### config.mk
export PLATFORM = sky130hd
export DESIGN_NAME = double_ended_queue_unit_flat
export DESIGN_NICKNAME = d
export VERILOG_FILES = /design/src/hw/rtl/deq_pkg.sv /design/src/hw/rtl/deq_if.sv /design/src/hw/rtl/deq_ctrl.sv /design/src/hw/rtl/deq_dpath.sv /design/src/hw/rtl/double_ended_queue_unit.sv /design/src/flat_wrapper.sv
export VERILOG_INCLUDE_DIRS = /design/src /design/src/hw/rtl
export SDC_FILE = /design/constraint.sdc
export NUM_CORES = 1
export LEC_CHECK = 0
export BUFFER_PORTS_ARGS = -buffer_cell sky130_fd_sc_hd__buf_2
export CORE_MARGIN = 4
export CORE_UTILIZATION = 25
export DETAILED_ROUTE_END_ITERATION = 6
export PLACE_DENSITY = 0.46
export SYNTH_ARGS = -nofsm -noshare
export SYNTH_HDL_FRONTEND = slang
export SYNTH_SLANG_ARGS = --single-unit
### constraint.sdc
create_clock -name clock -period 4.2 [get_ports clock]
set_input_delay 0.42 -clock clock [delete_from_list [all_inputs] [get_ports clock]]
set_output_delay 0.42 -clock clock [all_outputs]
set_load 0.005 [all_outputs]
### src/hw/rtl/assert_macros.svh
// Assertion macros shared by the RTL files that carry checks.
// Depends on nothing; each macro names the clock and reset it is given.
`ifndef ASSERT_MACROS_SVH
`define ASSERT_MACROS_SVH

// The consequent must hold in the same cycle as the antecedent.
`define ASSERT_SAME(lbl, clk, rst, ante, cons, msg) \
   lbl: assert property (@(posedge clk) disable iff (rst) (ante) |-> (cons)) \
      else $error(msg);

// The consequent must hold in the cycle after the antecedent.
`define ASSERT_NEXT(lbl, clk, rst, ante, cons, msg) \
   lbl: assert property (@(posedge clk) disable iff (rst) (ante) |=> (cons)) \
      else $error(msg);

`endif

### src/hw/rtl/deq_pkg.sv
// Shared constants and types of the double-ended queue.
// Depends on nothing; used by the interfaces and every module.
package deq_pkg;

   // Store geometry.
   localparam int DEPTH   = 16;
   localparam int PTR_W   = $clog2(DEPTH);
   localparam int CNT_W   = $clog2(DEPTH + 1);
   localparam int SUM_W   = CNT_W + 1;
   localparam int ENTRY_W = 32;
   localparam int OP_W    = 3;
   localparam int STAT_W  = 2;
   localparam int OCC_W   = 5;

   // Operation codes.
   localparam logic [OP_W-1:0] OP_PUSH_BACK  = 3'd0;
   localparam logic [OP_W-1:0] OP_PUSH_FRONT = 3'd1;
   localparam logic [OP_W-1:0] OP_POP_BACK   = 3'd2;
   localparam logic [OP_W-1:0] OP_POP_FRONT  = 3'd3;
   localparam logic [OP_W-1:0] OP_PEEK_FRONT = 3'd4;
   localparam logic [OP_W-1:0] OP_PEEK_BACK  = 3'd5;

   // Status codes.
   localparam logic [STAT_W-1:0] ST_OK    = 2'd0;
   localparam logic [STAT_W-1:0] ST_EMPTY = 2'd1;
   localparam logic [STAT_W-1:0] ST_FULL  = 2'd2;

   // Source of the result value.
   typedef enum logic [1:0] {
      RSEL_ZERO,
      RSEL_ONES,
      RSEL_MEM
   } rsel_type;

   // Commands from the controller to the datapath.
   typedef struct packed {
      logic accept;  // an input transfer happens this cycle
      logic load;    // move the resolved result into the output register
   } deq_cmd_type;

endpackage

### src/hw/rtl/deq_if.sv
// Valid/ready channel interfaces for requests and responses.
// Depends on deq_pkg for field widths.
interface deq_req_if;
   logic                                 valid;
   logic                                 ready;
   logic [deq_pkg::OP_W-1:0]             opcode;
   logic signed [deq_pkg::ENTRY_W-1:0]   value;

   modport source (output valid, output opcode, output value, input ready);
   modport sink   (input valid, input opcode, input value, output ready);
endinterface

interface deq_rsp_if;
   logic                                 valid;
   logic                                 ready;
   logic signed [deq_pkg::ENTRY_W-1:0]   result_value;
   logic [deq_pkg::STAT_W-1:0]           status;
   logic [deq_pkg::OCC_W-1:0]            occupancy;

   modport source (output valid, output result_value, output status, output occupancy,
                   input ready);
   modport sink   (input valid, input result_value, input status, input occupancy,
                   output ready);
endinterface

### src/hw/rtl/deq_ctrl.sv
// Controller of the double-ended queue: sequences one item at a time.
// Depends on deq_pkg for the command struct.
module deq_ctrl (
   input  logic                 clock,
   input  logic                 reset,
   input  logic                 req_valid,
   output logic                 req_ready,
   output logic                 rsp_valid,
   input  logic                 rsp_ready,
   output deq_pkg::deq_cmd_type cmd
);

   localparam logic ST_IDLE    = 1'b0;
   localparam logic ST_RESOLVE = 1'b1;

   logic state_ff, state_in;
   logic out_valid_ff, out_valid_in;
   logic out_free;

   // The output register can take a new result when empty or being drained.
   assign out_free   = !out_valid_ff || rsp_ready;
   assign req_ready  = (state_ff == ST_IDLE);
   assign cmd.accept = req_valid && req_ready;
   assign cmd.load   = (state_ff == ST_RESOLVE) && out_free;
   assign rsp_valid  = out_valid_ff;

   // Next state.
   always_comb begin
      state_in = state_ff;
      unique case (state_ff)
         ST_IDLE: begin
            if (cmd.accept) state_in = ST_RESOLVE;
         end
         ST_RESOLVE: begin
            if (out_free) state_in = ST_IDLE;
         end
         default: state_in = ST_IDLE;
      endcase
   end

   // Output valid follows loads and response transfers.
   always_comb begin
      out_valid_in = out_valid_ff;
      if (cmd.load) begin
         out_valid_in = 1'b1;
      end else if (rsp_ready) begin
         out_valid_in = 1'b0;
      end
   end

   always_ff @(posedge clock) begin
      if (reset) begin
         state_ff     <= ST_IDLE;
         out_valid_ff <= 1'b0;
      end else begin
         state_ff     <= state_in;
         out_valid_ff <= out_valid_in;
      end
   end

endmodule

### src/hw/rtl/deq_dpath.sv
// Datapath of the double-ended queue: entry store, indices and result register.
// Depends on deq_pkg for widths, codes and the command struct.
module deq_dpath (
   input  logic                                clock,
   input  logic                                reset,
   input  deq_pkg::deq_cmd_type                cmd,
   input  logic [deq_pkg::OP_W-1:0]            opcode,
   input  logic signed [deq_pkg::ENTRY_W-1:0]  value,
   output logic signed [deq_pkg::ENTRY_W-1:0]  result_value,
   output logic [deq_pkg::STAT_W-1:0]          status,
   output logic [deq_pkg::OCC_W-1:0]           occupancy
);

   localparam int PTR_W = deq_pkg::PTR_W;
   localparam int CNT_W = deq_pkg::CNT_W;
   localparam int SUM_W = deq_pkg::SUM_W;

   logic [deq_pkg::ENTRY_W-1:0] mem [deq_pkg::DEPTH];

   logic [PTR_W-1:0]             head_ff, head_in;
   logic [CNT_W-1:0]             count_ff, count_in;
   logic [deq_pkg::ENTRY_W-1:0]  rd_data_ff;
   deq_pkg::rsel_type            rsel_ff, rsel_in;
   logic [deq_pkg::STAT_W-1:0]   stat_ff, stat_in;
   logic signed [deq_pkg::ENTRY_W-1:0] out_value_ff, out_value_in;
   logic [deq_pkg::STAT_W-1:0]   out_stat_ff;
   logic [deq_pkg::OCC_W-1:0]    out_occ_ff;

   logic                         full, empty, we;
   logic [PTR_W-1:0]             head_inc, head_dec, tail_pos, back_pos, waddr, raddr;
   logic [SUM_W-1:0]             sum, back_sum;

   // Position arithmetic; each sum stays below twice the depth while not empty.
   assign full     = (count_ff == CNT_W'(deq_pkg::DEPTH));
   assign empty    = (count_ff == '0);
   assign head_inc = (head_ff == PTR_W'(deq_pkg::DEPTH - 1)) ? '0 : head_ff + 1'b1;
   assign head_dec = (head_ff == '0) ? PTR_W'(deq_pkg::DEPTH - 1) : head_ff - 1'b1;
   assign sum      = SUM_W'(head_ff) + SUM_W'(count_ff);
   assign back_sum = sum - 1'b1;
   assign tail_pos = (sum >= SUM_W'(deq_pkg::DEPTH)) ?
                     PTR_W'(sum - SUM_W'(deq_pkg::DEPTH)) : PTR_W'(sum);
   assign back_pos = (back_sum >= SUM_W'(deq_pkg::DEPTH)) ?
                     PTR_W'(back_sum - SUM_W'(deq_pkg::DEPTH)) : PTR_W'(back_sum);

   // Decode the operation into store access and index updates.
   always_comb begin
      head_in  = head_ff;
      count_in = count_ff;
      we       = 1'b0;
      waddr    = tail_pos;
      raddr    = head_ff;
      rsel_in  = deq_pkg::RSEL_ZERO;
      stat_in  = deq_pkg::ST_OK;
      unique case (opcode) inside
         deq_pkg::OP_PUSH_BACK, deq_pkg::OP_PUSH_FRONT: begin
            if (full) begin
               stat_in = deq_pkg::ST_FULL;
            end else begin
               we       = 1'b1;
               count_in = count_ff + 1'b1;
               if (opcode == deq_pkg::OP_PUSH_FRONT) begin
                  waddr   = head_dec;
                  head_in = head_dec;
               end
            end
         end
         deq_pkg::OP_POP_BACK, deq_pkg::OP_POP_FRONT,
         deq_pkg::OP_PEEK_FRONT, deq_pkg::OP_PEEK_BACK: begin
            if (empty) begin
               rsel_in = deq_pkg::RSEL_ONES;
               stat_in = deq_pkg::ST_EMPTY;
            end else begin
               rsel_in = deq_pkg::RSEL_MEM;
               if (opcode == deq_pkg::OP_POP_BACK || opcode == deq_pkg::OP_PEEK_BACK) begin
                  raddr = back_pos;
               end
               if (opcode == deq_pkg::OP_POP_BACK) begin
                  count_in = count_ff - 1'b1;
               end
               if (opcode == deq_pkg::OP_POP_FRONT) begin
                  head_in  = head_inc;
                  count_in = count_ff - 1'b1;
               end
            end
         end
         default: begin
         end
      endcase
   end

   // Entry store write port.
   always_ff @(posedge clock) begin
      if (cmd.accept && we) mem[waddr] <= value;
   end

   // Entry store read port, registered.
   always_ff @(posedge clock) begin
      if (cmd.accept) rd_data_ff <= mem[raddr];
   end

   // Queue indices.
   always_ff @(posedge clock) begin
      if (reset) begin
         head_ff  <= '0;
         count_ff <= '0;
      end else if (cmd.accept) begin
         head_ff  <= head_in;
         count_ff <= count_in;
      end
   end

   // Per-item decode results held for the resolve cycle.
   always_ff @(posedge clock) begin
      if (cmd.accept) begin
         rsel_ff <= rsel_in;
         stat_ff <= stat_in;
      end
   end

   // Choose the result value.
   always_comb begin
      case (rsel_ff)
         deq_pkg::RSEL_ONES: out_value_in = '1;
         deq_pkg::RSEL_MEM:  out_value_in = rd_data_ff;
         default:            out_value_in = '0;
      endcase
   end

   // Output register, loaded when the controller resolves an item.
   always_ff @(posedge clock) begin
      if (cmd.load) begin
         out_value_ff <= out_value_in;
         out_stat_ff  <= stat_ff;
         out_occ_ff   <= deq_pkg::OCC_W'(count_ff);
      end
   end

   assign result_value = out_value_ff;
   assign status       = out_stat_ff;
   assign occupancy    = out_occ_ff;

endmodule

### src/hw/rtl/double_ended_queue_unit.sv
// Top level of the double-ended queue: controller, datapath and checks.
// Depends on deq_pkg, deq_if, deq_ctrl, deq_dpath and assert_macros.svh.
//
//   Channel   Dir  Handshake         Payload
//   req_chan  in   valid / ready     opcode, value
//   rsp_chan  out  valid / ready     result_value, status, occupancy
//
// In the transfer cycle an item updates the indices, writes the store and
// reads it into a register; the resolve state then loads the result.
// The store's single registered read port is why the result resolves separately.
// Reset clears the head index, count and control; store contents stay undefined.
// A new request is taken while a finished response waits in the output register;
// a stalled response holds the controller in its resolve state.
`include "assert_macros.svh"

module double_ended_queue_unit (
   input  logic   clock,
   input  logic   reset,
   deq_req_if.sink   req_chan,
   deq_rsp_if.source rsp_chan
);

   deq_pkg::deq_cmd_type cmd;

   // Sequencing of request and response transfers.
   deq_ctrl u_ctrl (
      .clock     (clock),
      .reset     (reset),
      .req_valid (req_chan.valid),
      .req_ready (req_chan.ready),
      .rsp_valid (rsp_chan.valid),
      .rsp_ready (rsp_chan.ready),
      .cmd       (cmd)
   );

   // Store, indices and result register.
   deq_dpath u_dpath (
      .clock        (clock),
      .reset        (reset),
      .cmd          (cmd),
      .opcode       (req_chan.opcode),
      .value        (req_chan.value),
      .result_value (rsp_chan.result_value),
      .status       (rsp_chan.status),
      .occupancy    (rsp_chan.occupancy)
   );

   // One item resolving at a time: after a request transfer the input is closed.
   `ASSERT_NEXT(a_one_in_flight, clock, reset, req_chan.valid && req_chan.ready, !req_chan.ready, "request taken while an item resolves")

   // An empty status always comes with the all-ones value and zero occupancy.
   `ASSERT_SAME(a_empty_value, clock, reset, rsp_chan.valid && rsp_chan.status == deq_pkg::ST_EMPTY, rsp_chan.result_value == -32'sd1 && rsp_chan.occupancy == '0, "empty response malformed")

   // A dropped push is only reported with a full store and a zero value.
   `ASSERT_SAME(a_full_occ, clock, reset, rsp_chan.valid && rsp_chan.status == deq_pkg::ST_FULL, rsp_chan.occupancy == deq_pkg::OCC_W'(deq_pkg::DEPTH) && rsp_chan.result_value == '0, "full response malformed")

   // Occupancy never exceeds the store depth.
   `ASSERT_SAME(a_occ_bound, clock, reset, rsp_chan.valid, rsp_chan.occupancy <= deq_pkg::OCC_W'(deq_pkg::DEPTH), "occupancy above depth")

endmodule

### src/flat_wrapper.sv
// flat-port wrapper written by rule: the top's interface ports become plain ports
module double_ended_queue_unit_flat 
  (clock, reset, req_chan_valid, req_chan_opcode, req_chan_value, req_chan_ready, rsp_chan_valid, rsp_chan_result_value, rsp_chan_status, rsp_chan_occupancy, rsp_chan_ready);
  deq_req_if req_chan_i ();
  deq_rsp_if rsp_chan_i ();
  input  logic clock;
  input  logic reset;
  input wire logic [$bits(req_chan_i.valid)-1:0] req_chan_valid;
  input wire logic [$bits(req_chan_i.opcode)-1:0] req_chan_opcode;
  input wire logic [$bits(req_chan_i.value)-1:0] req_chan_value;
  output wire logic [$bits(req_chan_i.ready)-1:0] req_chan_ready;
  output wire logic [$bits(rsp_chan_i.valid)-1:0] rsp_chan_valid;
  output wire logic [$bits(rsp_chan_i.result_value)-1:0] rsp_chan_result_value;
  output wire logic [$bits(rsp_chan_i.status)-1:0] rsp_chan_status;
  output wire logic [$bits(rsp_chan_i.occupancy)-1:0] rsp_chan_occupancy;
  input wire logic [$bits(rsp_chan_i.ready)-1:0] rsp_chan_ready;
  assign req_chan_i.valid = req_chan_valid;
  assign req_chan_i.opcode = req_chan_opcode;
  assign req_chan_i.value = req_chan_value;
  assign req_chan_ready = req_chan_i.ready;
  assign rsp_chan_valid = rsp_chan_i.valid;
  assign rsp_chan_result_value = rsp_chan_i.result_value;
  assign rsp_chan_status = rsp_chan_i.status;
  assign rsp_chan_occupancy = rsp_chan_i.occupancy;
  assign rsp_chan_i.ready = rsp_chan_ready;
  double_ended_queue_unit u_core (.clock(clock), .reset(reset), .req_chan(req_chan_i), .rsp_chan(rsp_chan_i));
endmodule
==> flow_summary.toml, run 1 <==
[run_status]
outcome = "finished, final reports clean"

[placement]
dp.final_hpwl_mm = 33.36
port_buffers = 79
gp_congestion = 0.7208
preCtsSetupSlack_ns = 0.4947

[floorplanning]
die_area_sq_um = 99480
die_h_um = 315.4
fp.coreArea_sq_um = 93470
die_w_um = 315.4
io_pins = 80
initial_utilization = 0.2528
std_cell_rows = 112

[pwr]
cellLeakagePower_nw = 9.484
ir_drop_uv = 280.6
power_density_nw_per_um2 = 493.7

[synthesis]
syn_nets = 1549
synth_cells = 1494
syn_area_per_cell_sq_um = 15.81
synth-edff-count = 587
synth-seq-area-share = 0.7554
ys_types = 44
synth_seq_cells = 598
syn_area_sq_um = 23630
yosysWarnings = 0
synthFlopType = "edfxtp_1"
synth-async-reset-ratio = 0

[sta]
skew_ns = 0.02028
fin_crit_sh = 0.8833
layout_min_cycle_time_ns = 3.710
relSlewSlack = 0.3199
hold_viol = 0
worstMarginPinSlew_ns = 1.020
drv_slew = 0
setup_tns_ns = 0
rsz0062_at_grt = "false"
final.setup.worst_slack_ns = 0.4903
clock.fmax_ghz = 0.2696
setup_viol = 0

[setup_path]
crit_type = "register to register"
reg2reg_depth = 9
critPathArrivalTime_ns = 4.06
required_ns = 4.55
max_stage_delay_ns = 0.52
path_buf_inv = 1
cp_num_cells = 9
crit_chain = "ha_1, fa_1, nor3_1, xor3_1, or3_1, nand3_2, buf_4, o22ai_1, a221o_1"
worstSetupEndpointType = "register"
cpLargestDelayFamily = "simple AND/OR/NAND/NOR gates"
reg2reg_slack_ns = 0.49
worstPathMaxFanout = 18
cp_slowest_cell = "dfxtp_1"
critPathLaunchType = "register"

[global_routing]
track_usage = 0.1239
grt_pass1_vias = 13240
grt_max_degree = 129
grt_overflow = 0
antenna_found_initial = 10
grt_pass1_wl_mm = 91.30

[detailed_routing]
met2_length_mm = 29.37
viasPerCell = 4.583
drt-met1-wl_mm = 28.37
wl_mm = 62.45
route.met3.wl_mm = 3.697
highest_layer = "met4"
drtIter0Drc = 879
num_vias = 13260
drt_drc_violations_left = 0
ant_nets = 0
first_pass_iters = 5
wire_per_inst_um = 21.59

[clock_tree]
cts_hold_buf = 0
post_cts_buffers = 0
htree_levels = 3
clk_latency_ns = 0.60
cts_max_path_buffers = 3
cts_buffers = 67
cts-resized-gates = 0
cts_tree = "done"
clk_pin_slew_ns = 0.06
clockRootBuffer = "clkbuf_16"
clkSinkCount = 598

[layout]
seq_area_sq_um = 17850
multi_input_area_sq_um = 5433
drive_above_1_share = 0.1482
syn_to_final_growth_pct = 18.17
fillCellCount = 9272
fin_nets = 1645

[flow_run]
max_cap_violations = 0

[hold_path]
hold_class = "input pin to register"
whs_path_depth = 2
## cells by family after synthesis
| logic type | synth area share |
|---|---|
| flip-flops | 0.7554 |
| adder cells (fa/ha/maj) | 0.009109 |
| multiplexers | 0.05974 |
| XOR/XNOR | 0.004343 |
| AND/OR/NAND/NOR | 0.03909 |
| buffers and inverters | 0.02230 |
| AO/OA/AOI/OAI | 0.1100 |
## worst reg2reg max path: cells and delay by family, from the launching register on
kind	cells	cell delay, ns
AOI/OAI and AO/OA	2	0.41
xor gates and xnor gates	1	0.26
adders and majority gates	2	0.71
buffers and inverters	1	0.43
DFF	1	0.52
and+or+nand+nor	3	1.11
## cell usage after synthesis (11+ instances only)
library cell	instances	area [sq um]
edfxtp_1	587	17630
buf_4	12	90.09
ha_1	14	175.2
a21oi_1	175	875.8
o22ai_1	32	200.2
a22o_1	64	560.5
dfxtp_1	11	220.2
inv_1	14	52.55
buf_2	49	245.2
mux2i_1	134	1341
nand2_1	141	529.3
clkbuf_1	34	127.6
nor2_1	67	251.5
a221o_1	32	320.3
a22oi_1	65	488.0
## through the flow
stage          hold WS [ns]  cells  utilization  instance area [sq um]  power [mW]
2_1_floorplan        0.4003   1494            -                  23630       7.869
3_3_place_gp         0.4045   2775       0.2769                  25880       8.410
3_5_place_dp         0.4098   2775       0.2769                  25880       8.429
4_1_cts              0.1090   2887       0.2986                  27910       13.98
5_1_grt              0.1413   2888       0.2986                  27910       14.39
6_report             0.1510   2892       0.2987                  27920       13.78
## cell usage in the layout (no fill, tap or decap), types with 11 or more instances in the layout
cell type	netlist	layout
edfxtp_1	587	587
a21oi_1	175	174
nand2_1	141	141
mux2i_1	134	134
buf_2	49	79
clkbuf_16	0	67
a22oi_1	65	65
a22o_1	64	64
nor2_1	67	48
o22ai_1	32	32
a221o_1	32	32
buf_4	12	24
buf_12	0	20
nor2_4	0	19
inv_1	14	14
clkbuf_1	34	13
ha_1	14	12
dfxtp_1	11	11
## report_power, final
group | internal, mW | switching, mW
Combinational | 0.537 | 0.950
Clock | 3.14 | 2.36
Sequential | 6.74 | 0.0544
Total | 10.4 | 3.37
## layout make-up
class / instances / area share
inverter: 14 / 0.001882
sequential: 598 / 0.6393
antenna: 5 / 0.0004482
clock buffer: 80 / 0.06180
timing repair buffer: 123 / 0.03496
clock inverter: 32 / 0.01085
multi-input combinational: 786 / 0.1946
tap: 1254 / 0.05620
## sequential cells by signal, summed over array words and instances (netlist names)
register,count
u_core.u_dpath.result_value,32
u_core.u_dpath.stat_ff,2
u_core.u_dpath.occupancy,5
u_core.u_dpath.head_ff,4
u_core.u_ctrl.rsp_valid,1
u_core.u_dpath.rsel_ff,2
u_core.u_dpath.status,2
u_core.u_dpath.rd_data_ff,32
u_core.u_dpath.mem,512
u_core.u_dpath.count_ff,5
u_core.u_ctrl.state_ff,1
## worst paths after layout
| path | endpoint | startpoint |
|---|---|---|
| setup / recovery | u_core.u_dpath.rd_data_ff[2] | u_core.u_dpath.head_ff[0] |
| hold reg to reg | u_core.u_dpath.status[1] | u_core.u_dpath.stat_ff[1] |
| setup reg to reg | u_core.u_dpath.rd_data_ff[2] | u_core.u_dpath.head_ff[0] |
| hold / removal | u_core.u_dpath.count_ff[3] | reset |
## layer usage
metal	GRT usage	vias to the layer above
li1	-	6060
met1	0.1712	6813
met2	0.1986	313
met3	0.02792	69
met4	0.03067	0
met5	0	-
Power figures use the tool's default switching activity.
==> run 2, diff against run 1 <==
--- a/config.mk
+++ b/config.mk
@@ -11,6 +11,7 @@
 export CORE_UTILIZATION = 25
 export DETAILED_ROUTE_END_ITERATION = 6
 export PLACE_DENSITY = 0.46
+export RECOVER_POWER = 100
 export SYNTH_ARGS = -nofsm -noshare
 export SYNTH_HDL_FRONTEND = slang
 export SYNTH_SLANG_ARGS = --single-unit
==> run 2 against run 1 <==
Compared with the run above: the flow now finishes with violations (max-capacitance violations, max-slew violations); critical path type unchanged; register-to-register slack lost 0.20 ns; final cell count hardly changed; sequential cell count stayed put; via count is essentially flat; final area down 1.1%; maximum frequency decreased by 5.2%; worst setup slack worse by 0.20 ns; clock-buffer cell count did not move; worst hold slack barely moved; combinational power down 3%; sequential power is essentially flat; sequential share of layout area increased by 0.74 points.
==> flow_summary.toml, run 2 (same netlist as run 1, synthesis figures left out) <==
[clock_tree]
cts_tree = "done"
clkSinkCount = 598
clk_pin_slew_ns = 0.06
post_cts_buffers = 0
cts_max_path_buffers = 3
cts-resized-gates = 0
clockRootBuffer = "clkbuf_16"
clk_latency_ns = 0.60
cts_hold_buf = 0
cts_buffers = 67
htree_levels = 3

[setup_path]
max_stage_delay_ns = 1.18
crit_chain = "ha_1, a21o_1, a21oi_1, xor2_1, xnor2_1, mux2_2, nand2_1, nor2_1, buf_12"
cpLargestDelayFamily = "simple AND/OR/NAND/NOR gates"
worstPathMaxFanout = 23
critPathArrivalTime_ns = 4.18
required_ns = 4.47
cp_slowest_cell = "nor2_1"
critPathLaunch = "u_core.u_dpath.count_ff[1]"
rr_startpoint = "u_core.u_dpath.count_ff[1]"
path_buf_inv = 1
worstSetupEndpointType = "register"
critPathLaunchType = "register"
crit_type = "register to register"

[global_routing]
grt_pass1_wl_mm = 91.30
grt_overflow = 0
grt_max_degree = 129
antenna_found_initial = 5
grt_pass1_vias = 13240
track_usage = 0.1239

[sta]
rsz0062_at_grt = "false"
layout_min_cycle_time_ns = 3.914
fin_crit_sh = 0.9318
drv_slew = 97
hold_viol = 0
skew_ns = 0.01922
relSlewSlack = -1.151
worstMarginPinSlew_ns = 3.226
setup_tns_ns = 0
clock.fmax_ghz = 0.2555
final.setup.worst_slack_ns = 0.2863
setup_viol = 0

[pwr]
switchingPower_mw = 3.354
pwr-share-comb = 0.106
p_int_mw = 10.40
cellLeakagePower_nw = 9.236
power.share.clock = 0.400
total_power_mw = 13.75
switching_share = 0.2439
ir_drop_uv = 282.0
power_density_nw_per_um2 = 498.3
sequentialPowerShare = 0.494

[placement]
preCtsSetupSlack_ns = 0.4947
dp.final_hpwl_mm = 33.36
port_buffers = 79
gp_congestion = 0.7208

[floorplanning]
die_w_um = 315.4
die_area_sq_um = 99480
io_pins = 80
die_h_um = 315.4
fp.coreArea_sq_um = 93470
std_cell_rows = 112
initial_utilization = 0.2528

[layout]
syn_to_final_growth_pct = 16.83
drive_above_1_share = 0.09675
largest_reg_flops = 512
fillCellCount = 9326
final_common_cell = "edfxtp_1"
layout_common_cells = "edfxtp_1 (587), a21oi_1 (175), nand2_1 (141)"
seq_area_sq_um = 17850
multi_input_area_sq_um = 5338
fin_nets = 1645
largest_register = "u_core.u_dpath.mem"

[detailed_routing]
drtIter0Drc = 887
num_vias = 13250
drt_drc_violations_left = 0
viasPerCell = 4.583
first_pass_iters = 5
wl_mm = 62.45
wire_per_inst_um = 21.61
ant_nets = 0

[run_status]
violations = "max-capacitance violations, max-slew violations"
outcome = "finished, violations left"

[hold_path]
hold_class = "input pin to register"
min_from = "rsp_chan_ready"

[flow_run]
max_cap_violations = 5
==> run 2: cell types whose count changed in the layout (fill, tap and decap cells not counted), sizes merged <==
| cell | delta |
|---|---|
| buf | -87 |
| clkbuf | +87 |
| diode | -2 |
==> run 2: power by group through the flow <==
stage / Clock (mW) / Sequential (mW) / Combinational [mW]
final: 5.50 / 6.80 / 1.45
after global routing: 5.94 / 6.81 / 1.61
after CTS: 5.67 / 6.79 / 1.52
after detailed placement: 0 / 6.92 / 1.51
after global placement: 0 / 6.92 / 1.49
after floorplan: 0 / 6.91 / 0.962
==> run 2: tightest hold or removal path: stages <==
cell     delay, ns
buf_2         0.09
inv_1         0.06
a21oi_1       0.06
nor2_1        0.07
==> run 2: final cells by class <==
type / instances / share of cell area
antenna: 3 / 0.0002720
clock buffer: 80 / 0.06251
tap: 1254 / 0.05685
timing repair buffer: 123 / 0.02747
sequential: 598 / 0.6466
multi-input combinational: 786 / 0.1934
clock inverter: 32 / 0.01097
inverter: 14 / 0.001904
==> run 2: metal layers <==
layer | GRT usage | routed length (um) | vias to the layer above | share of wire
met3 | 0.02792 | 3507 | 71 | 0.056
li1 | - | - | 6054 | -
met4 | 0.03067 | 1020 | 0 | 0.016
met5 | 0 | 0 | - | 0
met2 | 0.1986 | 29190 | 308 | 0.47
met1 | 0.1712 | 28730 | 6812 | 0.46
==> run 2: worst paths after layout <==
kind                                                   to  slack, ns  depth (start not counted)
worst max register to register  u_core.u_dpath.mem[9][18]       0.29                          9
worst min-delay path              u_core.u_ctrl.rsp_valid       0.15                          4
worst min register to register   u_core.u_dpath.status[1]       0.42                          0
worst max-delay path            u_core.u_dpath.mem[9][18]       0.29                          9
==> run 2: through the flow <==
step	cells	util	area [sq um]	hold slack, ns
6_report	2890	0.2953	27600	0.1508
5_1_grt	2887	0.2952	27590	0.1413
4_1_cts	2887	0.2986	27910	0.1090
3_5_place_dp	2775	0.2769	25880	0.4098
3_3_place_gp	2775	0.2769	25880	0.4045
2_1_floorplan	1494	-	23630	0.4003
